==> src/sndr_pkg.sv <==
`timescale 1ns / 1ps
// Shared types, constants and the sigmoid knot table for the sigmoid neuron trainer.
// No dependencies; the core, sndr_cfg and sndr_row_ops refer to it by scoped names.
package sndr_pkg;

	// Field and arithmetic widths
	localparam int WEIGHT_W   = 24;
	localparam int PIXEL_BITS = 25;
	localparam int NEURON_W   = 5;
	localparam int Q16_W      = 16;
	localparam int STEP_W     = 17;
	localparam int GROUP_SIZE = 8;
	localparam int SIG_LIMIT  = 524288;

	// Configuration port
	localparam int ADDR_W = 3;
	localparam int DATA_W = 32;
	localparam logic REG_TOLERANCE  = 1'b0;
	localparam logic REG_LEARN_RATE = 1'b1;
	localparam logic [Q16_W-1:0] TOLERANCE_RST  = 16'd9830;
	localparam logic [Q16_W-1:0] LEARN_RATE_RST = 16'd32768;

	// Operation codes
	localparam logic OP_EVAL  = 1'b0;
	localparam logic OP_TRAIN = 1'b1;

	typedef struct packed {
		logic                  operation;
		logic [NEURON_W-1:0]   neuron;
		logic [PIXEL_BITS-1:0] pixels;
		logic                  desired;
	} item_t;

	typedef struct packed {
		logic [Q16_W-1:0] output_level;
		logic             within_tolerance;
	} result_t;

	typedef struct packed {
		logic [Q16_W-1:0] tolerance;
		logic [Q16_W-1:0] learn_rate;
	} cfg_t;

	// Sequencer controls toward the row unit
	typedef struct packed {
		logic grp_load;
		logic sum_load;
		logic row_used;
	} row_ctl_t;

	typedef enum logic [2:0] {
		ST_IDLE,
		ST_FETCH,
		ST_TOTAL,
		ST_SIGM,
		ST_CHECK,
		ST_DELTA,
		ST_SCALE,
		ST_UPDATE
	} state_t;

	// Sigmoid knots: round(65536 * sig(k/2)) for k = 0..16
	function automatic logic [Q16_W-1:0] sig_point(input logic [4:0] k);
		logic [Q16_W-1:0] v;
		unique case (k)
			5'd0:    v = 16'd32768;
			5'd1:    v = 16'd40793;
			5'd2:    v = 16'd47911;
			5'd3:    v = 16'd53581;
			5'd4:    v = 16'd57724;
			5'd5:    v = 16'd60565;
			5'd6:    v = 16'd62428;
			5'd7:    v = 16'd63615;
			5'd8:    v = 16'd64357;
			5'd9:    v = 16'd64816;
			5'd10:   v = 16'd65097;
			5'd11:   v = 16'd65269;
			5'd12:   v = 16'd65374;
			5'd13:   v = 16'd65438;
			5'd14:   v = 16'd65476;
			5'd15:   v = 16'd65500;
			default: v = 16'd65514;
		endcase
		return v;
	endfunction

endpackage

==> src/sndr_cfg.sv <==
`timescale 1ns / 1ps
// APB-style configuration registers: tolerance and learning rate.
// Depends on sndr_pkg.
module sndr_cfg (
	input  logic                          clk,
	input  logic                          arst_n,
	input  logic                          psel,
	input  logic                          penable,
	input  logic                          pwrite,
	input  logic [sndr_pkg::ADDR_W-1:0]   paddr,
	input  logic [sndr_pkg::DATA_W-1:0]   pwdata,
	output logic [sndr_pkg::DATA_W-1:0]   prdata,
	output logic                          pready,
	output sndr_pkg::cfg_t                cfg
);

	logic reg_sel;
	logic wr_xfer;
	logic [sndr_pkg::Q16_W-1:0] tolerance_q;
	logic [sndr_pkg::Q16_W-1:0] learn_rate_q;

	assign pready  = 1'b1;
	assign reg_sel = paddr[2];
	assign wr_xfer = psel && penable && pwrite && pready;

	// Update the addressed register on a write transfer
	always_ff @(posedge clk or negedge arst_n) begin
		if (!arst_n) begin
			tolerance_q  <= sndr_pkg::TOLERANCE_RST;
			learn_rate_q <= sndr_pkg::LEARN_RATE_RST;
		end else if (wr_xfer) begin
			unique case (reg_sel)
				sndr_pkg::REG_TOLERANCE:  tolerance_q  <= pwdata[sndr_pkg::Q16_W-1:0];
				sndr_pkg::REG_LEARN_RATE: learn_rate_q <= pwdata[sndr_pkg::Q16_W-1:0];
			endcase
		end
	end

	// Return the addressed register
	always_comb begin
		unique case (reg_sel)
			sndr_pkg::REG_TOLERANCE:  prdata = sndr_pkg::DATA_W'(tolerance_q);
			sndr_pkg::REG_LEARN_RATE: prdata = sndr_pkg::DATA_W'(learn_rate_q);
		endcase
	end

	assign cfg.tolerance  = tolerance_q;
	assign cfg.learn_rate = learn_rate_q;

endmodule

==> config.mk <==
export PLATFORM = sky130hd
export DESIGN_NAME = sndr_cfg
export DESIGN_NICKNAME = d
export VERILOG_FILES = /design/src/sndr_pkg.sv /design/src/sndr_cfg.sv
export SDC_FILE = /design/constraint.sdc
export NUM_CORES = 1
export LEC_CHECK = 0
export ABC_AREA = 1
export BUFFER_PORTS_ARGS = -buffer_cell sky130_fd_sc_hd__buf_2
export CAP_MARGIN = 5
export CELL_PAD_IN_SITES_DETAIL_PLACEMENT = 1
export CELL_PAD_IN_SITES_GLOBAL_PLACEMENT = 1
export CORE_AREA = 10 10 103 77
export DETAILED_ROUTE_END_ITERATION = 10
export DIE_AREA = 0 0 113 87
export MAX_ROUTING_LAYER = met4
export PLACE_DENSITY = 0.85
export SETUP_SLACK_MARGIN = 0.3
export SYNTH_ARGS = -nofsm -noshare
export SYNTH_HDL_FRONTEND = slang
export SYNTH_SLANG_ARGS = --single-unit
==> constraint.sdc <==
create_clock -name clk -period 1.95 [get_ports clk]
set_clock_uncertainty 0.2 [all_clocks]
set_input_delay 0.2925 -clock clk [delete_from_list [all_inputs] [get_ports clk]]
set_output_delay 0.2925 -clock clk [all_outputs]
set_load 0.05 [all_outputs]
# After elaboration in Yosys (flattened, before gate mapping)
# Cells that the tools add are included.
# W data, S select, Z words.
[word_totals]
reg_bits = 32
elab_cells = 8
[op_classes]
n_mux = 1
n_reduce_logical = 4
bitwise = 1
[op_table]
columns = ["operator", "n"]
rows = [
  ["$pmux W32 S2", 1],
  ["$reduce_and A2 Y1", 2],
  ["$logic_and A1 B1 Y1", 2],
  ["$not A1 Y1", 1],
]

# Logic depth before layout (Yosys ltp)
[depth]
ltp_word = 3
depth_mapped = 6
depth_no_buf = 4

# Least setup slack after synthesis
# Ideal clock, no wire load.
[synth_timing]
path_kind = "input to output"
start = "input paddr[2] (netlist name)"
end = "output prdata[0] (netlist name)"
t_arrival_ns = 1.116
n_path_buf = 2
path_stages = 5
slack_ns = 0.341
cell_sequence = "buf_4 inv_2 buf_2 nand2_1 nand2_1"
[synth_between]
elab_chain_len = 2
[synth_rtl]
columns = ["item", "line_no", "source"]
rows = [
  ["start, declared", "sndr_cfg.sv:10", "input logic [sndr_pkg::ADDR_W-1:0] paddr,"],
  ["$not A1 Y1", "--", ""],
  ["$pmux W32 S2 *", "sndr_cfg.sv:41", "unique case (reg_sel)"],
  ["end, declared", "sndr_cfg.sv:12", "output logic [sndr_pkg::DATA_W-1:0] prdata,"],
]
# Mark *: on every way between the ends. The rest lies on a longest branch, timed or not. The select of a mux whose other input is x is not followed.

# Worst setup path in the final report
[layout_timing]
start = "register tolerance_q[1] (netlist name)"
end = "output prdata[1] (netlist name)"
[layout_between]
elab_chain_len = 1
[layout_rtl]
columns = ["item", "line_no", "source"]
rows = [
  ["start, declared", "sndr_cfg.sv:19", "logic [sndr_pkg::Q16_W-1:0] tolerance_q;"],
  ["start signal, assigned", "sndr_cfg.sv:29", "tolerance_q <= sndr_pkg::TOLERANCE_RST;"],
  ["start signal, assigned", "sndr_cfg.sv:33", "sndr_pkg::REG_TOLERANCE: tolerance_q <= pwdata[sndr_pkg::Q16_W-1:0];"],
  ["$pmux W32 S2", "sndr_cfg.sv:41", ""],
]
# No other way between the ends. The select of a mux whose other input is x is not followed.

==> impl_metrics.csv <==
group,metric,value,unit
status,outcome,"finished, final reports clean",
synthesis,synthCells,213,
detailed_routing,drc_errors,0,
finish,areaGrowthSynthToFinish,33.15,%
synthesis,yosysSeqAreaShare,0.4950,
grt,antenna_found_initial,0,
floorplanning,die_height,87,microns
place,place_congestion,0.7332,
setup_path,cp.required,1460,ps
sta,tightest_slew,719.5,ps
cts,cts_num_sinks,32,
power,switching_share,0.4935,
sta,period_minus_slack,1614,ps
sta,rsz0062_at_grt,"true",
grt,grt_overflow_total,0,
setup_path,cp.arrival,1120,ps
setup_path,reg2reg_depth,2,
synthesis,ys_types,13,
power,p_int,1.364,mW
cts,ctsHtreeMaxLevel,2,
sta,finalHoldViolCount,0,
place,placed_area,2028,sq um
detailed_routing,finalWirelength,5.449,mm
floorplanning,rows,24,
finish,final_nets,324,
synthesis,synth.avg_cell_area,7.689,sq um
place,place_hpwl,4.145,mm
finish,final_area,2181,sq um
cts,cts_tree,"built",
grt,grt_pass1_wl,9.321,mm
detailed_routing,first_pass_iters,4,
sta,setup-violations-final,0,
setup_path,startpoint_type,"register",
cts,path_clk_slew,70,ps
power,p_clk_frac,0.193,
detailed_routing,drt_iter0_markers,78,
power,leakagePower,1.276,nW
grt,track_usage,0.1182,
cts,cts_buffers,5,
place,portBuffers,69,
sta,slew_viol_final,0,
power,pwr-share-seq,0.339,
setup_path,crit_path_start,"tolerance_q[1]",
finish,final_common_cell,"nand2_1",
synthesis,netlist_area,1638,sq um
grt,grt_max_degree,34,
floorplanning,core_area,6036,sq um
detailed_routing,ant_nets,0,
detailed_routing,wire_per_inst,15.01,microns
finish,num_antenna_cells,0,
setup_path,r2r_start,"tolerance_q[1]",
sta,max_clock_freq,619.6,MHz
cts,clk_latency,280,ps
cts,post_cts_buffers,0,
setup_path,crit_fanout,3,
setup_path,r2r_setup_slack,1020,ps
finish,drive_above_1_share,0.3368,
setup_path,crit_path_end_kind,"output port",
detailed_routing,vias,1599,
sta,relSlewSlack,0.5203,
synthesis,synth-seq-cells,32,
sta,tns,0,ps
cts,cts_buffer_depth,2,
run,drv_cap,0,
floorplanning,die_x,113,microns
sta,fin_crit_sh,0.8276,
floorplanning,die_area,9831,sq um
synthesis,ys_warn_count,0,
floorplanning,io_pins,105,
power,p_comb_frac,0.468,
finish,n_fill_cell,774,
power,ir_worst_vdd,0.6565,mV
hold_path,hold_path_class,"input port to register",
setup_path,critPathKind,"register to output port",
cts,root_buffer,"clkbuf_8",
floorplanning,start_util,0.2714,
detailed_routing,vias_per_cell,4.405,
setup_path,rr_endpoint,"tolerance_q[1]",
finish,final_cell_mix,"nand2_1, buf_2, nand3_1",
power,pwr_density_cell,1235,nW/um^2
power,switchingPower,1.329,mW
setup_path,setup.worst_path.end,"prdata[1]",
grt,first_global_vias,1847,
## power groups by stage
stage / sequential [mW] / clock [mW] / combinational [mW]
6_report: 0.913 / 0.521 / 1.26
3_3_place_gp: 0.918 / 0 / 1.21
5_1_grt: 0.939 / 0.581 / 1.35
3_5_place_dp: 0.925 / 0 / 1.23
4_1_cts: 0.915 / 0.546 / 1.25
2_1_floorplan: 1.36 / 0 / 0.507
## synth_stat cells
master	number	area, sq um
inv_2	1	3.750
nand3_1	32	160.2
dfstp_2	8	210.2
dfrtp_1	24	600.6
nand4_1	1	6.260
clkbuf_1	3	11.26
nand4_4	1	21.27
conb_1	2	7.510
buf_2	5	25.02
buf_4	21	157.7
nand2_1	113	424.2
nor2_2	1	6.260
inv_1	1	3.750
## logic make-up (layout without fill, tap and decap cells)
| logic type | after synthesis | in the layout | share of synthesized area |
|---|---|---|---|
| simple gates | 148 | 148 | 0.3774 |
| flops | 32 | 32 | 0.4950 |
| buf+inv | 31 | 88 | 0.1230 |
| other cells | 2 | 17 | 0.004585 |
## flip-flops by register name, indices dropped and copies added, names as in the netlist
signal	flops
tolerance_q	16
learn_rate_q	16
## routing by layer
layer | vias to the layer above | track usage | part of all wire
met4 | 0 | 0.02184 | 0.0053
met3 | 5 | 0.04408 | 0.077
met1 | 777 | 0.1308 | 0.41
met5 | - | - | 0
li1 | 769 | - | -
met2 | 48 | 0.2020 | 0.50
## layout make-up
class	count	area [sq um]	share of cell area
Clock inverter	2	10.01	0.004590
Timing Repair Buffer	78	490.5	0.2249
Multi-Input combinational cell	165	681.9	0.3127
Clock buffer	6	82.58	0.03787
Sequential cell	32	810.8	0.3718
Inverter	2	7.507	0.003442
Tap cell	78	97.59	0.04475
## critical path: stages (launching register included)
cell and delay [ps]:
dfstp_2 550, nand2_1 60, nand2_1 80, buf_6 160
## metrics by stage
stage	hold WS, ps	setup WS [ps]	utilization	instances	total power, mW
global route	38.19	260.9	0.3613	363	2.870
finish	33.82	336.2	0.3613	363	2.693
detailed placement	201.8	359.0	0.3360	354	2.155
global placement	188.0	387.1	0.3360	354	2.125
CTS	28.13	299.6	0.3563	363	2.713
floorplan	-203.1	341.1	-	228	1.865
## how the worst min path moves through the flow
stage                          start          endpoint  cells past startpoint
after floorplan               arst_n   learn_rate_q[0]                      0
after global placement        arst_n  learn_rate_q[13]                      1
after detailed placement      arst_n   tolerance_q[15]                      1
after CTS                 pwdata[15]  learn_rate_q[15]                      3
after global routing       pwdata[6]    tolerance_q[6]                      3
final                     pwdata[15]  learn_rate_q[15]                      3
## repair_timing
action                     4_1_cts  5_1_grt
hold endpoints to repair        24        0
setup endpoints to repair        8        8
pin swaps                        0        2
hold buffers                     1        0
gates resized for setup          8        8
Power figures use the tool's default switching activity.
