`src/sndr_pkg.sv`:
```
`timescale 1ns / 1ps
// Shared types, constants and the sigmoid knot table for the sigmoid neuron trainer.
// No dependencies; the core, sndr_cfg and sndr_row_ops refer to it by scoped names.
package sndr_pkg;

	// Field and arithmetic widths
	localparam int WEIGHT_W   = 24;
	localparam int PIXEL_BITS = 25;
	localparam int NEURON_W   = 5;
	localparam int Q16_W      = 16;
	localparam int STEP_W     = 17;
	localparam int GROUP_SIZE = 8;
	localparam int SIG_LIMIT  = 524288;

	// Configuration port
	localparam int ADDR_W = 3;
	localparam int DATA_W = 32;
	localparam logic REG_TOLERANCE  = 1'b0;
	localparam logic REG_LEARN_RATE = 1'b1;
	localparam logic [Q16_W-1:0] TOLERANCE_RST  = 16'd9830;
	localparam logic [Q16_W-1:0] LEARN_RATE_RST = 16'd32768;

	// Operation codes
	localparam logic OP_EVAL  = 1'b0;
	localparam logic OP_TRAIN = 1'b1;

	typedef struct packed {
		logic                  operation;
		logic [NEURON_W-1:0]   neuron;
		logic [PIXEL_BITS-1:0] pixels;
		logic                  desired;
	} item_t;

	typedef struct packed {
		logic [Q16_W-1:0] output_level;
		logic             within_tolerance;
	} result_t;

	typedef struct packed {
		logic [Q16_W-1:0] tolerance;
		logic [Q16_W-1:0] learn_rate;
	} cfg_t;

	// Sequencer controls toward the row unit
	typedef struct packed {
		logic grp_load;
		logic sum_load;
		logic row_used;
	} row_ctl_t;

	typedef enum logic [2:0] {
		ST_IDLE,
		ST_FETCH,
		ST_TOTAL,
		ST_SIGM,
		ST_CHECK,
		ST_DELTA,
		ST_SCALE,
		ST_UPDATE
	} state_t;

	// Sigmoid knots: round(65536 * sig(k/2)) for k = 0..16
	function automatic logic [Q16_W-1:0] sig_point(input logic [4:0] k);
		logic [Q16_W-1:0] v;
		unique case (k)
			5'd0:    v = 16'd32768;
			5'd1:    v = 16'd40793;
			5'd2:    v = 16'd47911;
			5'd3:    v = 16'd53581;
			5'd4:    v = 16'd57724;
			5'd5:    v = 16'd60565;
			5'd6:    v = 16'd62428;
			5'd7:    v = 16'd63615;
			5'd8:    v = 16'd64357;
			5'd9:    v = 16'd64816;
			5'd10:   v = 16'd65097;
			5'd11:   v = 16'd65269;
			5'd12:   v = 16'd65374;
			5'd13:   v = 16'd65438;
			5'd14:   v = 16'd65476;
			5'd15:   v = 16'd65500;
			default: v = 16'd65514;
		endcase
		return v;
	endfunction

endpackage

```
`src/sndr_row_ops.sv`:
```
`timescale 1ns / 1ps
// Row unit: masked weighted sum over two registered adder levels, and the
// saturating delta-rule update of a whole weight row. Depends on sndr_pkg.
module sndr_row_ops #(
	parameter int INPUTS = 25
) (
	input  logic                                       clk,
	input  sndr_pkg::row_ctl_t                         ctl,
	input  logic [INPUTS*sndr_pkg::WEIGHT_W-1:0]       rdata,
	input  logic [INPUTS-1:0]                          pix_en,
	input  logic signed [sndr_pkg::STEP_W-1:0]         step,
	output logic signed [sndr_pkg::WEIGHT_W+$clog2(INPUTS+1)-1:0] sum,
	output logic [INPUTS*sndr_pkg::WEIGHT_W-1:0]       wdata
);

	localparam int W      = sndr_pkg::WEIGHT_W;
	localparam int GS     = sndr_pkg::GROUP_SIZE;
	localparam int GROUPS = (INPUTS + GS - 1) / GS;
	localparam int GRP_W  = W + $clog2(GS + 1);
	localparam int SUM_W  = W + $clog2(INPUTS + 1);

	logic signed [W-1:0]     wm [GROUPS*GS];
	logic signed [GRP_W-1:0] grp_c [GROUPS];
	logic signed [GRP_W-1:0] grp_s1 [GROUPS];
	logic signed [SUM_W-1:0] tot_c;
	logic signed [SUM_W-1:0] sum_s2;

	// Mask each weight by its pixel and the row's valid state
	for (genvar t = 0; t < GROUPS*GS; t++) begin : g_mask
		if (t < INPUTS) begin : g_live
			assign wm[t] = (ctl.row_used && pix_en[t]) ? rdata[t*W +: W] : '0;
		end else begin : g_pad
			assign wm[t] = '0;
		end
	end

	// First level: one sum per group of lanes
	always_comb begin
		for (int g = 0; g < GROUPS; g++) begin
			grp_c[g] = '0;
			for (int k = 0; k < GS; k++) begin
				grp_c[g] = grp_c[g] + GRP_W'(wm[g*GS + k]);
			end
		end
	end

	// Second level: sum the group results
	always_comb begin
		tot_c = '0;
		for (int g = 0; g < GROUPS; g++) begin
			tot_c = tot_c + SUM_W'(grp_s1[g]);
		end
	end

	always_ff @(posedge clk) begin
		if (ctl.grp_load) begin
			grp_s1 <= grp_c;
		end
		if (ctl.sum_load) begin
			sum_s2 <= tot_c;
		end
	end

	assign sum = sum_s2;

	// Add the step to every lit weight, saturating at the weight range
	for (genvar t = 0; t < INPUTS; t++) begin : g_upd
		logic signed [W-1:0] old_w;
		logic signed [W:0]   new_w;
		assign old_w = ctl.row_used ? rdata[t*W +: W] : '0;
		assign new_w = (W+1)'(old_w) + (W+1)'(step);
		always_comb begin
			if (!pix_en[t]) begin
				wdata[t*W +: W] = old_w;
			end else if (new_w[W] != new_w[W-1]) begin
				wdata[t*W +: W] = new_w[W] ? {1'b1, {(W-1){1'b0}}} : {1'b0, {(W-1){1'b1}}};
			end else begin
				wdata[t*W +: W] = new_w[W-1:0];
			end
		end
	end

endmodule

```
`config.mk`:
```
export PLATFORM = sky130hd
export DESIGN_NAME = sndr_row_ops
export DESIGN_NICKNAME = d
export VERILOG_FILES = /design/src/sndr_pkg.sv /design/src/sndr_row_ops.sv
export SDC_FILE = /design/constraint.sdc
export NUM_CORES = 2
export LEC_CHECK = 0
export ABC_AREA = 1
export BUFFER_PORTS_ARGS = -buffer_cell sky130_fd_sc_hd__buf_2
export CAP_MARGIN = 20
export CELL_PAD_IN_SITES_DETAIL_PLACEMENT = 0
export CELL_PAD_IN_SITES_GLOBAL_PLACEMENT = 1
export CORE_AREA = 2 2 503 505
export DETAILED_ROUTE_END_ITERATION = 16
export DIE_AREA = 0 0 505 507
export PLACE_DENSITY_LB_ADDON = 0.08
export SLEW_MARGIN = 15
export SYNTH_ARGS = -nofsm -noshare
export SYNTH_HDL_FRONTEND = slang
export SYNTH_SLANG_ARGS = --single-unit
```
`constraint.sdc`:
```
create_clock -name clk -period 6.1 [get_ports clk]
set_input_delay 0.305 -clock clk [delete_from_list [all_inputs] [get_ports clk]]
set_output_delay 0.305 -clock clk [all_outputs]
set_load 0.1 [all_outputs]
```
* Yosys cells after proc, flatten, opt, wreduce, memory -nomap -nowiden
Index checks and enable logic that the tools add are counted.
** Storage, ports and cells
- Flip-flop bits (word level) :: 137
- Input port bits :: 646
** Operators by class
- $add $sub $neg :: 49
- Equality and inequality tests :: 25
- Mux-type cells :: 125
- Reduce and logical (&&, ||, !) cells :: 25
** Operators with widths (number)
- 24-bit two-way mux :: 125
- 24-bit by 17-bit adder with 25-bit output :: 25
- 28-bit by 24-bit adder with 28-bit output :: 9
- 27-bit by 24-bit adder with 28-bit output :: 3
- 26-bit by 24-bit adder with 27-bit output :: 3
- 25-bit by 24-bit adder with 26-bit output :: 3
- 24-bit by 24-bit adder with 25-bit output :: 3
- 28-bit by 28-bit adder with 29-bit output :: 1
- 29-bit by 24-bit adder with 29-bit output :: 1
- 29-bit by 28-bit adder with 29-bit output :: 1
- 1-bit logical AND :: 25
- 1-bit inequality test :: 25

* Logic depth before layout (Yosys ltp)
- Depth in word-level cells :: 9
- Gate-level depth with buffers :: 26
- Depth with buffers taken out :: 22

* Worst setup path after synthesis
Ideal clock, no wire load.
- Kind :: input to output
- Start point :: input ctl[0] (netlist bit)
- End point :: output wdata[504] (netlist bit)
- Data arrival time :: 4.831 ns
- Required time :: 5.795 ns
- Setup slack :: 0.964 ns
- Stages :: 19
- Buffers on the path :: 4
- Path through :: buf_2 clkbuf_1 clkbuf_1 buf_2 nand2_1 inv_1 ha_1 inv_1 fa_1 nand3b_1 nand2_1 nand2_1 nand2_1 nand2_1 nand3_1 nand2_1 nand2_2 a21oi_1 o21ai_0
** On the way
- Word-level cells in the longest chain between the ends :: 5
- Elaborated cells between the ends (all ways) :: 6
** RTL lines
- start: declaration :: line sndr_row_ops.sv:8 : input sndr_pkg::row_ctl_t ctl,
- 24-bit two-way mux * :: line sndr_row_ops.sv:70 : assign old_w = ctl.row_used ? rdata[t*W +: W] : '0;
- 24-bit by 17-bit adder with 25-bit output :: line sndr_row_ops.sv:71 : assign new_w = (W+1)'(old_w) + (W+1)'(step);
- 24-bit two-way mux or 1-bit inequality test (tied branches) :: line sndr_row_ops.sv:76, sndr_row_ops.sv:75
- 24-bit two-way mux :: line sndr_row_ops.sv:75 : end else if (new_w[W] != new_w[W-1]) begin
- 24-bit two-way mux * :: line sndr_row_ops.sv:73 : if (!pix_en[t]) begin
- end: declaration :: line sndr_row_ops.sv:13 : output logic [INPUTS*sndr_pkg::WEIGHT_W-1:0] wdata
Mark *: on every way between the ends. The rest lies on a longest branch, timed or not.

==> impl_metrics.env <==
export IMPL_status="finished clean"
export IMPL_clock_sinks=137
export IMPL_antenna_found_initial=97
export IMPL_port_buffer_count=1274
export IMPL_power_share_switching_pct=67.4
export IMPL_critPathRequiredTime_ns=6.27
export IMPL_die_y_um=507
export IMPL_drt_iter0_drc=8788
export IMPL_area_delta_synth_final_pct=13.9
export IMPL_finClkSkew_ns=0.00776
export IMPL_hold_class="input port to flop"
export IMPL_cts_setup_buffers=0
export IMPL_power_density_mw_per_mm2=311
export IMPL_combPwrFrac_pct=87.0
export IMPL_antenna_left=0
export IMPL_yosysTopAreaCell="nand2_1"
export IMPL_max_stage_delay_ns=0.55
export IMPL_hpwl_mm=402
export IMPL_regToRegEndpoint="sum[25]$_DFFE_PP_"
export IMPL_h_tree_depth=4
export IMPL_vias=89800
export IMPL_grt_pass1_vias=87000
export IMPL_setup_viol_count_final=0
export IMPL_via_per_inst=5.10
export IMPL_core_area_mm2=0.250
export IMPL_clkSlewWorstSetupHoldPaths_ns=0.06
export IMPL_start_util_pct=30.4
export IMPL_dp_slack_ns=0.319
export IMPL_dpl_cell_count=17500
export IMPL_yosys_warnings=0
export IMPL_cts_root_buf="clkbuf_16"
export IMPL_drt_pass1_iterations=6
export IMPL_place_gp_congestion=1.03
export IMPL_io_pins=1275
export IMPL_worstPathArrival_ns=5.58
export IMPL_syn_area_mm2=0.0761
export IMPL_overflow=0
export IMPL_reg2reg_from="grp_s1[57]$_DFFE_PP_"
export IMPL_drc=0
export IMPL_regToRegSetupSlack_ns=2.54
export IMPL_die_w_um=505
export IMPL_finalNonFillerCells=17600
export IMPL_critPathMaxFanout=45
export IMPL_yosysUniqueCellTypes=45
export IMPL_grt_max_degree=70
export IMPL_post_route_period_util_pct=88.7
export IMPL_finalHoldViolations=0
export IMPL_cts_max_path_buffers=2
export IMPL_async_flop_share_pct=0
export IMPL_fin_tns_setup_ns=0
export IMPL_cts_repair_resized=0
export IMPL_cp_start_kind="input port"
export IMPL_endpoint_kind="flop"
export IMPL_dieArea_mm2=0.256
export IMPL_tritoncts="built"
export IMPL_grt_total_usage_pct=34.5
export IMPL_final_critical_path_setup_slack_ns=0.687
export IMPL_synth_top_area_share_pct=21.2
export IMPL_ys_seq_elements=137
export IMPL_syn_inst=13100
export IMPL_p_leak_nw=52.3
export IMPL_grt_pass1_wl_mm=639
export IMPL_p_int_mw=8.78
export IMPL_fin_crit_ns=5.41
export IMPL_p_clk_share_pct=4.0
export IMPL_final_layout_size_suffix_gt1_share_pct=12.8
export IMPL_synth_edf_count=137
export IMPL_hold_depth=3
export IMPL_hold_path_end="grp_s1[4]$_SDFFCE_PN0P_"
export IMPL_p_switching_mw=18.1
export IMPL_ys_dominant_reg_cell="edfxtp_1"
export IMPL_clock_latency_ns=0.43
export IMPL_rsz0062_at_grt="no"
export IMPL_fmax_mhz=185
export IMPL_slew_violations=0
export IMPL_worstMarginPinSlew_ns=1.07
export IMPL_vdd_drop_max_mv=0.502
export IMPL_path_class="input port to flop"
export IMPL_routed_wirelength_mm=463
export IMPL_slew_headroom_pct=28.7
export IMPL_final_core_util_pct=34.6
export IMPL_reg2reg_depth=11
export IMPL_cp_common_cell="fa_1"
export IMPL_wl_per_cell_um=26.3
export IMPL_numCtsBuffers=17
export IMPL_synth_fp_nets=15000
export IMPL_hp_start="rdata[580]"
export IMPL_seqPwrFrac_pct=9.1
export IMPL_yosysSeqAreaShare_pct=5.41
export IMPL_layout_nets=16100
export IMPL_layout_common_cells="4294 x nand2_1, 2314 x inv_1, 1689 x nor2_1"
export IMPL_crit_slowest_cell="fa_1"
export IMPL_synthTopCellsByArea="nand2_1 21%, fa_1 14%, ha_1 12%"
export IMPL_avgSynthCellArea_um2=5.81
export IMPL_cap_viol_max_count=0
export IMPL_path_cells="buf_8 > buf_12 > nand2_1 > inv_1 > nand2_1 > fa_1 > fa_1 > fa_1 > fa_1 > inv_1 > ha_1 > inv_1 > fa_1 > o21ai_0 > a21boi_0 > o21bai_1 > nand3_1 > nand3_1 > xor2_1"
export IMPL_layout_commonest_cell="nand2_1"
export IMPL_fillCellCount=29200
export IMPL_ctsHoldBuffers=0
export IMPL_rows=184
==> power by group through the flow <==
stage / sequential, mW / combinational, mW / clock [mW]
after floorplan: 2.95 / 15.8 / 0
after global placement: 2.48 / 23.3 / 0
after detailed placement: 2.46 / 23.2 / 0
after CTS: 2.46 / 23.4 / 1.09
after global routing: 2.48 / 25.2 / 1.13
final: 2.44 / 23.4 / 1.07
==> per-stage QoR <==
step                hold WS (ns)  cell area, um^2  total power, mW
global route               0.211            86600             28.8
CTS                        0.204            86600             26.9
detailed placement         0.558            86000             25.7
finish                     0.225            86700             26.9
global placement           0.560            86000             25.8
floorplan                  0.417            76100             18.8
==> cells by family after synthesis <==
| family | share of synthesized area [%] |
|---|---|
| AND/OR/NAND/NOR | 37.8 |
| buffers and inverters | 13.9 |
| AO/OA/AOI/OAI | 11.9 |
| adder cells (fa/ha/maj) | 25.5 |
| XOR/XNOR | 5.46 |
| flip-flops | 5.41 |
==> worst max path at each step <==
stage                     startpoint                     to  slack, ns
final                         ctl[0]  grp_s1[110]$_DFFE_PP_       0.69
after global routing          ctl[0]  grp_s1[110]$_DFFE_PP_       0.44
after CTS                     ctl[0]  grp_s1[110]$_DFFE_PP_       0.75
after detailed placement      ctl[0]  grp_s1[110]$_DFFE_PP_       0.32
after global placement        ctl[0]  grp_s1[110]$_DFFE_PP_       0.26
after floorplan               ctl[0]             wdata[504]       0.96
==> cell type report <==
type | count | area, um^2 | share of cell area, %
diodes | 31 | 77.6 | 0.0895
clock buffers | 17 | 425 | 0.491
clock inverters | 14 | 181 | 0.209
inverters | 2324 | 8730 | 10.1
multi-input cells | 10300 | 61400 | 70.8
flip-flops and latches | 137 | 4110 | 4.75
well taps | 3348 | 4190 | 4.83
repair buffers | 1392 | 7560 | 8.73
==> cell usage after synthesis (5+ instances only) <==
cell      number
a21boi_0       5
a21o_1        14
a21oi_1      924
a21oi_2      223
a21oi_4       20
a31oi_1       18
and2_1        24
buf_1         24
buf_2         22
buf_4          6
buf_6         95
clkbuf_1     148
clkinv_1       8
edfxtp_1     137
fa_1         525
ha_1         712
inv_1       2315
nand2_1     4294
nand2_2      118
nand3_1      572
nand3_2        7
nand3b_1      68
nand4_1      178
nor2_1      1689
nor2_2        25
nor3_1        98
nor4_1         8
o211ai_1       6
o21ai_0      182
o21ai_1       18
o21bai_1     106
or2_1          5
or2_2          9
xnor2_1      135
xor2_1       339
==> worst max-delay path: cells and delay by family <==
family / cells / cell delay [ns]
adder cells (fa/ha/maj): 6 / 2.53
XOR/XNOR: 1 / 0.08
AND/OR/NAND/NOR: 4 / 0.64
buffers and inverters: 5 / 1.05
AO/OA/AOI/OAI: 3 / 0.89
==> routing by layer <==
layer | wire length, um | global-route usage (%)
met2 | 207000 | 55.7
met5 | 285 | 0
met4 | 24600 | 15.5
met1 | 202000 | 46.3
met3 | 29400 | 3.78
==> flip-flops by register name, summed over array words and instances, names as in the netlist <==
register	flops
grp_s1	108
sum	29
Note: power is estimated with default switching activity, not from simulation.
