`src/sndr_ram.sv`:
```
`timescale 1ns / 1ps
// Generic single-port synchronous RAM with registered read data.
// No dependencies.
module sndr_ram #(
	parameter int WIDTH = 8,
	parameter int DEPTH = 16
) (
	input  logic                                   clk,
	input  logic                                   en,
	input  logic                                   we,
	input  logic [(DEPTH > 1 ? $clog2(DEPTH) : 1)-1:0] addr,
	input  logic [WIDTH-1:0]                       wdata,
	output logic [WIDTH-1:0]                       rdata
);

	logic [WIDTH-1:0] mem [DEPTH];

	// Write or read one word per cycle
	always_ff @(posedge clk) begin
		if (en) begin
			if (we) begin
				mem[addr] <= wdata;
			end else begin
				rdata <= mem[addr];
			end
		end
	end

endmodule

```
`config.mk`:
```
export PLATFORM = sky130hd
export DESIGN_NAME = sndr_ram
export DESIGN_NICKNAME = d
export VERILOG_FILES = /design/src/sndr_ram.sv
export SDC_FILE = /design/constraint.sdc
export NUM_CORES = 1
export LEC_CHECK = 0
export BUFFER_PORTS_ARGS = -buffer_cell sky130_fd_sc_hd__buf_2
export CAP_MARGIN = 10
export CELL_PAD_IN_SITES_DETAIL_PLACEMENT = 2
export CELL_PAD_IN_SITES_GLOBAL_PLACEMENT = 2
export CORE_MARGIN = 8
export CORE_UTILIZATION = 45
export DETAILED_ROUTE_END_ITERATION = 12
export PLACE_DENSITY = 0.85
export SETUP_SLACK_MARGIN = 0.1
export SLEW_MARGIN = 25
export SYNTH_ARGS = -nofsm -noshare
export SYNTH_HDL_FRONTEND = slang
export SYNTH_SLANG_ARGS = --single-unit
```
`constraint.sdc`:
```
create_clock -name clk -period 3.3 [get_ports clk]
set_input_delay 0.495 -clock clk [delete_from_list [all_inputs] [get_ports clk]]
set_output_delay 0.495 -clock clk [all_outputs]
set_load 0.01 [all_outputs]
```
== Word-level counts from Yosys, hierarchy flattened ==
Memories as Yosys holds them, arrays and structs flattened. A register that Yosys moved wholly into a read port is not among the register bits.
Cells that the tools add are included.

* Bits in registers: 0
* RAM bits: 128
* Output and inout port bits: 8
* Word-level logic and storage cells: 6
* Memories: 1

* Multiplexer cells: 3
* Bitwise operators: 1
* Reduce and logical (&&, ||, !) cells: 1

{| class="wikitable"
|+ Memory list
! memory !! depth !! width !! rd ports !! clocked after memory_dff !! write ports !! line !! RTL
|-
| mem || 16 || 8 || 1 || 1 || 1 || 16 || <nowiki>logic [WIDTH-1:0] mem [DEPTH];</nowiki>
|}

{| class="wikitable"
|+ Operators with widths
! operator !! number
|-
| two-way mux 1 bit || 3
|-
| AND reduction 2 bit || 1
|-
| NOT 1 bit || 1
|}

== Depth between registers and ports, before layout ==
Gate-level depths: netlist of the first run.

* Depth in word-level cells: 3
* Depth in mapped cells: 5
* Gate-level depth less buffers: 3

== Least setup slack after synthesis of the first run ==
Ideal clock, no wire load.

* Path type: input port to flip-flop
* From: in addr[0] in the netlist's numbering
* To: mem mem[0][0], enable pin
* Library setup time: 0.383 ns
* Data arrival time: 1.834 ns
* Required time: 2.917 ns
* Path slack: 1.083 ns
* Cell stages on the path: 4
* Buffers on the path: 2
* Cell sequence: buf_6 > buf_2 > or3_1 > nor3_1

{| class="wikitable"
|+ RTL lines
! element !! line !! RTL
|-
| start: declaration || 11 || <nowiki>input logic [(DEPTH > 1 ? $clog2(DEPTH) : 1)-1:0] addr,</nowiki>
|-
| end: declaration || 16 ||
|}

Straight into the memory's write port.

==> flow_summary.toml, run 1 <==
[run_status]
status = "complete, no violations"

[detailed_routing]
routedWlPerCell_um = 34.1
dr.pass1.iters = 4
ant_nets = 0
finalWirelength_mm = 14.7
vias = 2617
via_per_inst = 6.06
drt_iter0_drc = 264
drc = 0

[timing]
slew_headroom = 0.433
finalSetupTns_ns = 0
hold_ws_ns = 0.491
fin_skew_ns = 0.00776
setup_violations = 0
min_period_ns = 1.98
maxSlewViolCount = 0
worst_pin_slew_ns = 0.848
fmax_ghz = 0.505
rsz0062_at_grt = "false"
fin_crit_sh = 0.600
hold_viol = 0

[clock_network]
cts_tree = "built"
cts_buffers = 17
cts_hold_buf = 0
clockBufferDepth = 2
htree_num_levels = 4
clk_latency_ns = 0.43
cts_root_buf = "clkbuf_16"
path_clk_slew_ns = 0.06
cts_resized = 0
cts_setup_buffers = 0
cts.sinks = 136

[power]
peakVddDrop_mv = 0.449
power_density_mw_per_mm2 = 654
leakagePower_uw = 0.00204
p_total_uw = 4020

[logic_synthesis]
syn_inst = 234
synth_cell_types = 18
synthesis.nets = 249
yosysWarnings = 0
yosysSeqAreaShare = 0.780
syn_area_per_cell_um2 = 22.4
ys_ff_latch = 136
netlist_area_mm2 = 0.00524

[global_route]
grt_max_degree = 34
grt_pass1_wl_mm = 21.4
grt_pass1_vias = 2883
grt_overflow = 0
grt.total_usage = 0.213
antenna_found_initial = 0

[finish]
drive_gt1_frac = 0.277
fin_cells = 432
area_growth_pct = 17.2
antenna_cells = 0
final_area_mm2 = 0.00614
layout.nets = 291
final_cell_mix = "edfxtp_1, buf_2, clkbuf_16"
layout_commonest_cell = "edfxtp_1"

[setup_path]
crit-reg2reg-capture = "rdata[4]"
end_kind = "flip-flop"
crit_path_start_kind = "input pin"
cp.arrival_ns = 2.13
critPathMaxFanout = 33
worstRegToRegCells = 3
cp.required_ns = 3.45
rrSetupSlack_ns = 1.64
critical_path_class = "input pin to flip-flop"
worstReg2RegStart = "mem[11][4]"

[floorplanning]
rows = 39
initial_utilization = 0.461
die_h_um = 124
die_x_um = 124
ioPinCount = 23
core_area_mm2 = 0.0114
die_area_mm2 = 0.0153

[worst_hold_path]
min_path_cells = 1
min_path_type = "input pin to flip-flop"
hold_end = "mem[3][4]"
holdCritStartpoint = "wdata[4]"

[place]
gp_congestion = 0.740
portBuffers = 22
post_dp_cell_area_mm2 = 0.00555
dp_cells = 400
dp_hpwl_mm = 9.06

[run]
drv_cap = 0
[worst max-delay path: stages]
cell and delay, ns:
buf_4 0.46, mux4_1 0.69, a22oi_1 0.32, nand2_1 0.13
[final cells by class]
cell class / instances / area (um2)
clock buffers: 17 / 425
clock inverters: 15 / 160
fillers: 926 / 5230
multi-input cells: 85 / 1070
flip-flops and latches: 136 / 4080
well taps: 143 / 179
repair buffers: 36 / 218
[metal layers]
layer | part of all wire | GRT usage
met1 | 0.43 | 0.292
met2 | 0.49 | 0.325
met3 | 0.063 | 0.0462
met4 | 0.016 | 0.0873
met5 | 0 | 0
[cells in the mapped netlist]
cell type,count,area (um2)
nor2_1,13,48.8
nand4b_1,2,17.5
a22oi_1,16,120
edfxtp_1,136,4080
nand2b_1,2,12.5
mux4_1,16,420
or3_1,1,6.26
buf_2,3,15.0
nor3_1,4,20.0
mux4_2,16,360
and2_1,1,6.26
buf_6,2,22.5
nand2_1,10,37.5
buf_1,2,7.51
nand4_1,1,6.26
clkbuf_1,5,18.8
buf_8,1,15.0
nor2b_1,3,18.8
[registers in the layout (all words and copies together), names as in the netlist]
| signal | cells |
|---|---|
| mem | 128 |
| rdata | 8 |
[how the worst max path moves through the flow]
stage	depth (start not counted)	slack, ns	startpoint	to
floorplan	4	1.08	addr[0]	mem[0][0]
global placement	4	0.68	addr[0]	rdata[7]
detailed placement	3	0.55	addr[0]	mem[11][3]
CTS	3	0.96	addr[0]	mem[11][3]
global route	3	1.11	addr[0]	mem[11][3]
finish	4	1.32	addr[0]	rdata[4]
[power breakdown]
part / internal (uW) / total, uW / switching, uW
sequential: 1930 / 1940 / 8.60
clock: 1170 / 1900 / 733
combinational: 61.1 / 174 / 113
[cells by family (layout without fill, tap and decap cells)]
| kind of cell | count (synthesis) | count (layout) | synth area share |
|---|---|---|---|
| muxes | 32 | 32 | 0.149 |
| DFF | 136 | 136 | 0.780 |
| AOI/OAI and AO/OA | 16 | 16 | 0.0229 |
| buffers and inverters | 13 | 68 | 0.0150 |
| and+or+nand+nor | 37 | 37 | 0.0332 |
[stage by stage]
stage                     setup WS, ns   util
final                             1.32  0.540
after global routing              1.11  0.540
after CTS                        0.965  0.540
after detailed placement         0.547  0.488
after global placement           0.678  0.488
after floorplan                   1.08      -
Power figures use the tool's default switching activity.
==> inputs of run 2 (changes only) <==
==> constraint.sdc (replaced) <==
create_clock -name clk -period 2 [get_ports clk]
set_input_delay 0.3 -clock clk [delete_from_list [all_inputs] [get_ports clk]]
set_output_delay 0.3 -clock clk [all_outputs]
set_load 0.01 [all_outputs]
==> flow_summary.toml, run 2 (synthesis gave the netlist of run 1 again) <==
[place]
gp_congestion = 0.810
dp_hpwl_mm = 9.84
dp_cells = 421
place_ws_ns = -0.0313
portBuffers = 22

[global_route]
grt_pass1_vias = 2977
antenna_found_initial = 1
grt_overflow = 0
grt.total_usage = 0.226
grt_pass1_wl_mm = 22.7
grt_max_degree = 20

[detailed_routing]
via_per_inst = 6.12
finalWirelength_mm = 15.6
vias = 2768
ant_nets = 0
drt_iter0_drc = 322
routedWlPerCell_um = 34.6
drc = 0
dr.pass1.iters = 5

[clock_network]
cts_buffers = 17
path_clk_slew_ns = 0.06
cts_tree = "built"
cts.sinks = 136
cts_root_buf = "clkbuf_16"
clockBufferDepth = 2
cts_setup_buffers = 0
clk_latency_ns = 0.43
cts_hold_buf = 0
htree_num_levels = 4
cts_resized = 0

[finish]
final-seq-area_mm2 = 0.00408
final_cell_mix = "edfxtp_1, buf_4, buf_2"
layout_commonest_cell = "edfxtp_1"
antenna_cells = 0
area_growth_pct = 20.3
drive_gt1_frac = 0.330
largest_reg_flops = 128
regMostFlops = "mem"
fillers = 906
fin_cells = 452
multi_input_area_mm2 = 0.00109
top_regs = "mem x128, rdata x8"
layout.nets = 312

[timing]
worst_pin_slew_ns = 0.980
min_period_ns = 1.74
hold_ws_ns = 0.273
maxSlewViolCount = 0
fin_skew_ns = 0.0111
fin_crit_sh = 0.868
hold_viol = 0
finalSetupTns_ns = 0
rsz0062_at_grt = "false"
setup_violations = 0
slew_headroom = 0.344
fmax_ghz = 0.576
setup_ws_ns = 0.264

[power]
leakagePower_uw = 0.00215
peakVddDrop_mv = 0.911
switchingPower_uw = 1380
p_int_uw = 5100
power_density_mw_per_mm2 = 1030
p_sw_frac = 0.213
power_frac_seq = 0.493
p_comb_frac = 0.049
clkPwrFrac = 0.458

[setup_path]
cp.required_ns = 2.15
critical_path_class = "flip-flop to flip-flop"
crit_path_start_kind = "flip-flop"
cp.arrival_ns = 1.89
cp_slowest_cell = "mux4_1"
end_kind = "flip-flop"
path_cells = "mux4_1 > a22oi_1 > nand2_1"
critPathMaxFanout = 1
cpPeakStageDelay_ns = 0.59

[floorplanning]
core_area_mm2 = 0.0114
die_h_um = 124
ioPinCount = 23
die_x_um = 124
die_area_mm2 = 0.0153
initial_utilization = 0.461
rows = 39

[run_status]
status = "complete, no violations"

[run]
drv_cap = 0

[worst_hold_path]
min_path_type = "input pin to flip-flop"
run 2: cell types whose count changed in the layout (fill, tap and decap cells not counted), sizes merged:
cell / change
clkinvlp: -4
clkbuf: +2
clkinv: +2
buf: +21
bufinv: -1
run 2: per-stage QoR:
step / utilization / total power, uW / cell area (um2)
6_report: 0.554 / 6490 / 6300
5_1_grt: 0.554 / 6670 / 6300
4_1_cts: 0.554 / 6540 / 6300
3_5_place_dp: 0.506 / 3570 / 5760
3_3_place_gp: 0.506 / 3530 / 5760
2_1_floorplan: - / 3410 / 5260
run 2: power groups by stage:
stage / registers (uW) / clock network, uW / logic [uW]
2_1_floorplan: 3250 / 0 / 155
3_3_place_gp: 3250 / 0 / 282
3_5_place_dp: 3250 / 0 / 311
4_1_cts: 3200 / 3020 / 321
5_1_grt: 3200 / 3130 / 338
6_report: 3200 / 2970 / 318
run 2: path summary, 6_finish.rpt:
check | start | to | slack (ns) | cells past startpoint
worst max-delay path | mem[1][0] | rdata[0] | 0.26 | 3
worst min-delay path | wdata[4] | mem[9][4] | 0.27 | 1
worst max register to register | mem[1][0] | rdata[0] | 0.26 | 3
worst min register to register | mem[12][2] | rdata[2] | 0.78 | 3
run 2: routing by layer:
layer	wire length, um	global-route usage	part of all wire
met1	6890	0.303	0.44
met2	7400	0.340	0.47
met3	1030	0.0757	0.066
met4	297	0.0798	0.019
met5	12	0	0.00077
run 2: area by class of cell:
class / count / share of cell area
Clock inverter: 12 / 0.0175
Sequential cell: 136 / 0.648
Tap cell: 143 / 0.0284
Timing Repair Buffer: 57 / 0.0632
Clock buffer: 19 / 0.0687
Multi-Input combinational cell: 85 / 0.174
run 2: worst max-delay path, delay by kind of cell, from the launching register on:
kind | cells | cell delay [ns]
DFF | 1 | 0.43
and+or+nand+nor | 1 | 0.12
muxes | 1 | 0.59
AOI/OAI and AO/OA | 1 | 0.33
==> inputs of run 3 (changes only) <==
--- a/config.mk
+++ b/config.mk
@@ -10,9 +10,9 @@
 export CELL_PAD_IN_SITES_DETAIL_PLACEMENT = 2
 export CELL_PAD_IN_SITES_GLOBAL_PLACEMENT = 2
 export CORE_MARGIN = 8
-export CORE_UTILIZATION = 45
+export CORE_UTILIZATION = 48
 export DETAILED_ROUTE_END_ITERATION = 12
-export PLACE_DENSITY = 0.85
+export PLACE_DENSITY = 0.89
 export SETUP_SLACK_MARGIN = 0.1
 export SLEW_MARGIN = 25
 export SYNTH_ARGS = -nofsm -noshare
==> flow_summary.toml, run 3 (synthesis gave the netlist of run 1 again) <==
[run_status]
status = "complete, no violations"

[detailed_routing]
routedWlPerCell_um = 34.1
drc = 0
via_per_inst = 5.99
finalWirelength_mm = 15.0
drt_iter0_drc = 256
dr.pass1.iters = 4
ant_nets = 0
vias = 2637

[timing]
slew_headroom = 0.694
setup_ws_ns = 0.356
fmax_ghz = 0.608
min_period_ns = 1.64
rsz0062_at_grt = "false"
hold_ws_ns = 0.168
fin_crit_sh = 0.822
worst_pin_slew_ns = 0.459
maxSlewViolCount = 0
setup_violations = 0
hold_viol = 0
fin_skew_ns = 0.0130

[power]
power_frac_seq = 0.498
clkPwrFrac = 0.456
p_int_uw = 5050
p_total_uw = 6430
p_sw_frac = 0.214
peakVddDrop_mv = 0.963
switchingPower_uw = 1380
leakagePower_uw = 0.00210
p_comb_frac = 0.046
power_density_mw_per_mm2 = 1040

[finish]
drive_gt1_frac = 0.313
final_util = 0.578
final_cell_mix = "edfxtp_1, buf_4, buf_2"
regMostFlops = "mem"
antenna_cells = 0
layout_commonest_cell = "edfxtp_1"
largest_reg_flops = 128
top_regs = "mem x128, rdata x8"
final_area_mm2 = 0.00621
layout.nets = 303
area_growth_pct = 18.5

[clock_network]
clk_latency_ns = 0.53
cts_setup_buffers = 0
path_clk_slew_ns = 0.06
cts_buffers = 17
cts_root_buf = "clkbuf_8"
cts_tree = "built"
cts_resized = 0
cts.sinks = 136
clockBufferDepth = 2
cts_hold_buf = 0
htree_num_levels = 4

[setup_path]
crit_path_start_kind = "flip-flop"
worstRegToRegCells = 3
end_kind = "flip-flop"
rrSetupSlack_ns = 0.36
worstReg2RegStart = "mem[1][4]"
crit-reg2reg-capture = "rdata[4]"
cp.required_ns = 2.26
critPathMaxFanout = 1
critical_path_class = "flip-flop to flip-flop"
cp.arrival_ns = 1.91

[worst_hold_path]
holdCritStartpoint = "wdata[7]"
min_path_cells = 1
hold_end = "mem[4][7]"
min_path_type = "input pin to flip-flop"

[floorplanning]
die_x_um = 120
rows = 38
core_area_mm2 = 0.0107
initial_utilization = 0.487
die_h_um = 120
die_area_mm2 = 0.0145
ioPinCount = 23

[run]
drv_cap = 0

[place]
portBuffers = 22
gp_congestion = 0.717
dp_hpwl_mm = 9.48
post_dp_cell_area_mm2 = 0.00567
place_ws_ns = -0.126

[global_route]
grt_max_degree = 20
grt_pass1_vias = 2957
grt_overflow = 0
grt_pass1_wl_mm = 21.9
grt.total_usage = 0.222
antenna_found_initial = 0
==> run 3: changes by cell type in the layout (fill, tap and decap cells not counted) <==
cell,change
buf_4,-8
buf_12,-1
clkinv_1,-3
clkbuf_8,+1
clkbuf_16,-1
clkbuf_1,+2
clkinv_2,+1
clkinv_4,+1
clkinvlp_4,-1
==> run 3: how the worst max path moves through the flow <==
stage,slack (ns),from,end
after floorplan,0.20,addr[0],mem[4][0]
after global placement,0.07,addr[0],rdata[5]
after detailed placement,-0.13,addr[1],rdata[4]
after CTS,0.33,mem[1][4],rdata[4]
after global routing,0.33,mem[0][1],rdata[1]
final,0.36,mem[1][4],rdata[4]
==> run 3: worst max-delay path, cell delays in order (launching register included) <==
cell and delay, ns:
edfxtp_1 0.38, mux4_1 0.54, a22oi_1 0.33, nand2_1 0.12
==> run 3: metal layers <==
metal,GRT usage,vias to the layer above,share of wire
met3,0.0503,11,0.048
met2,0.360,74,0.51
met5,0,-,0
li1,-,1101,-
met4,0.0749,0,0.010
met1,0.291,1451,0.43
==> run 3: power by group through the flow <==
stage	registers [uW]	clock network, uW	logic (uW)
floorplan	3250	0	155
global placement	3250	0	265
detailed placement	3260	0	298
CTS	3200	2990	302
global route	3200	3060	316
finish	3200	2930	296
==> run 3: per-stage QoR <==
stage                     setup TNS (ns)  std cells
after global placement                 0        409
final                                  0        440
after detailed placement          -0.188        409
after global routing                   0        440
after CTS                              0        440
after floorplan                        0        234
==> run 3: layout make-up <==
cell class / count / area, um2
Timing Repair Buffer: 48 / 318
Clock buffer: 21 / 429
Multi-Input combinational cell: 85 / 1090
Clock inverter: 10 / 105
Tap cell: 140 / 175
Fill cell: 889 / 4540
Sequential cell: 136 / 4080
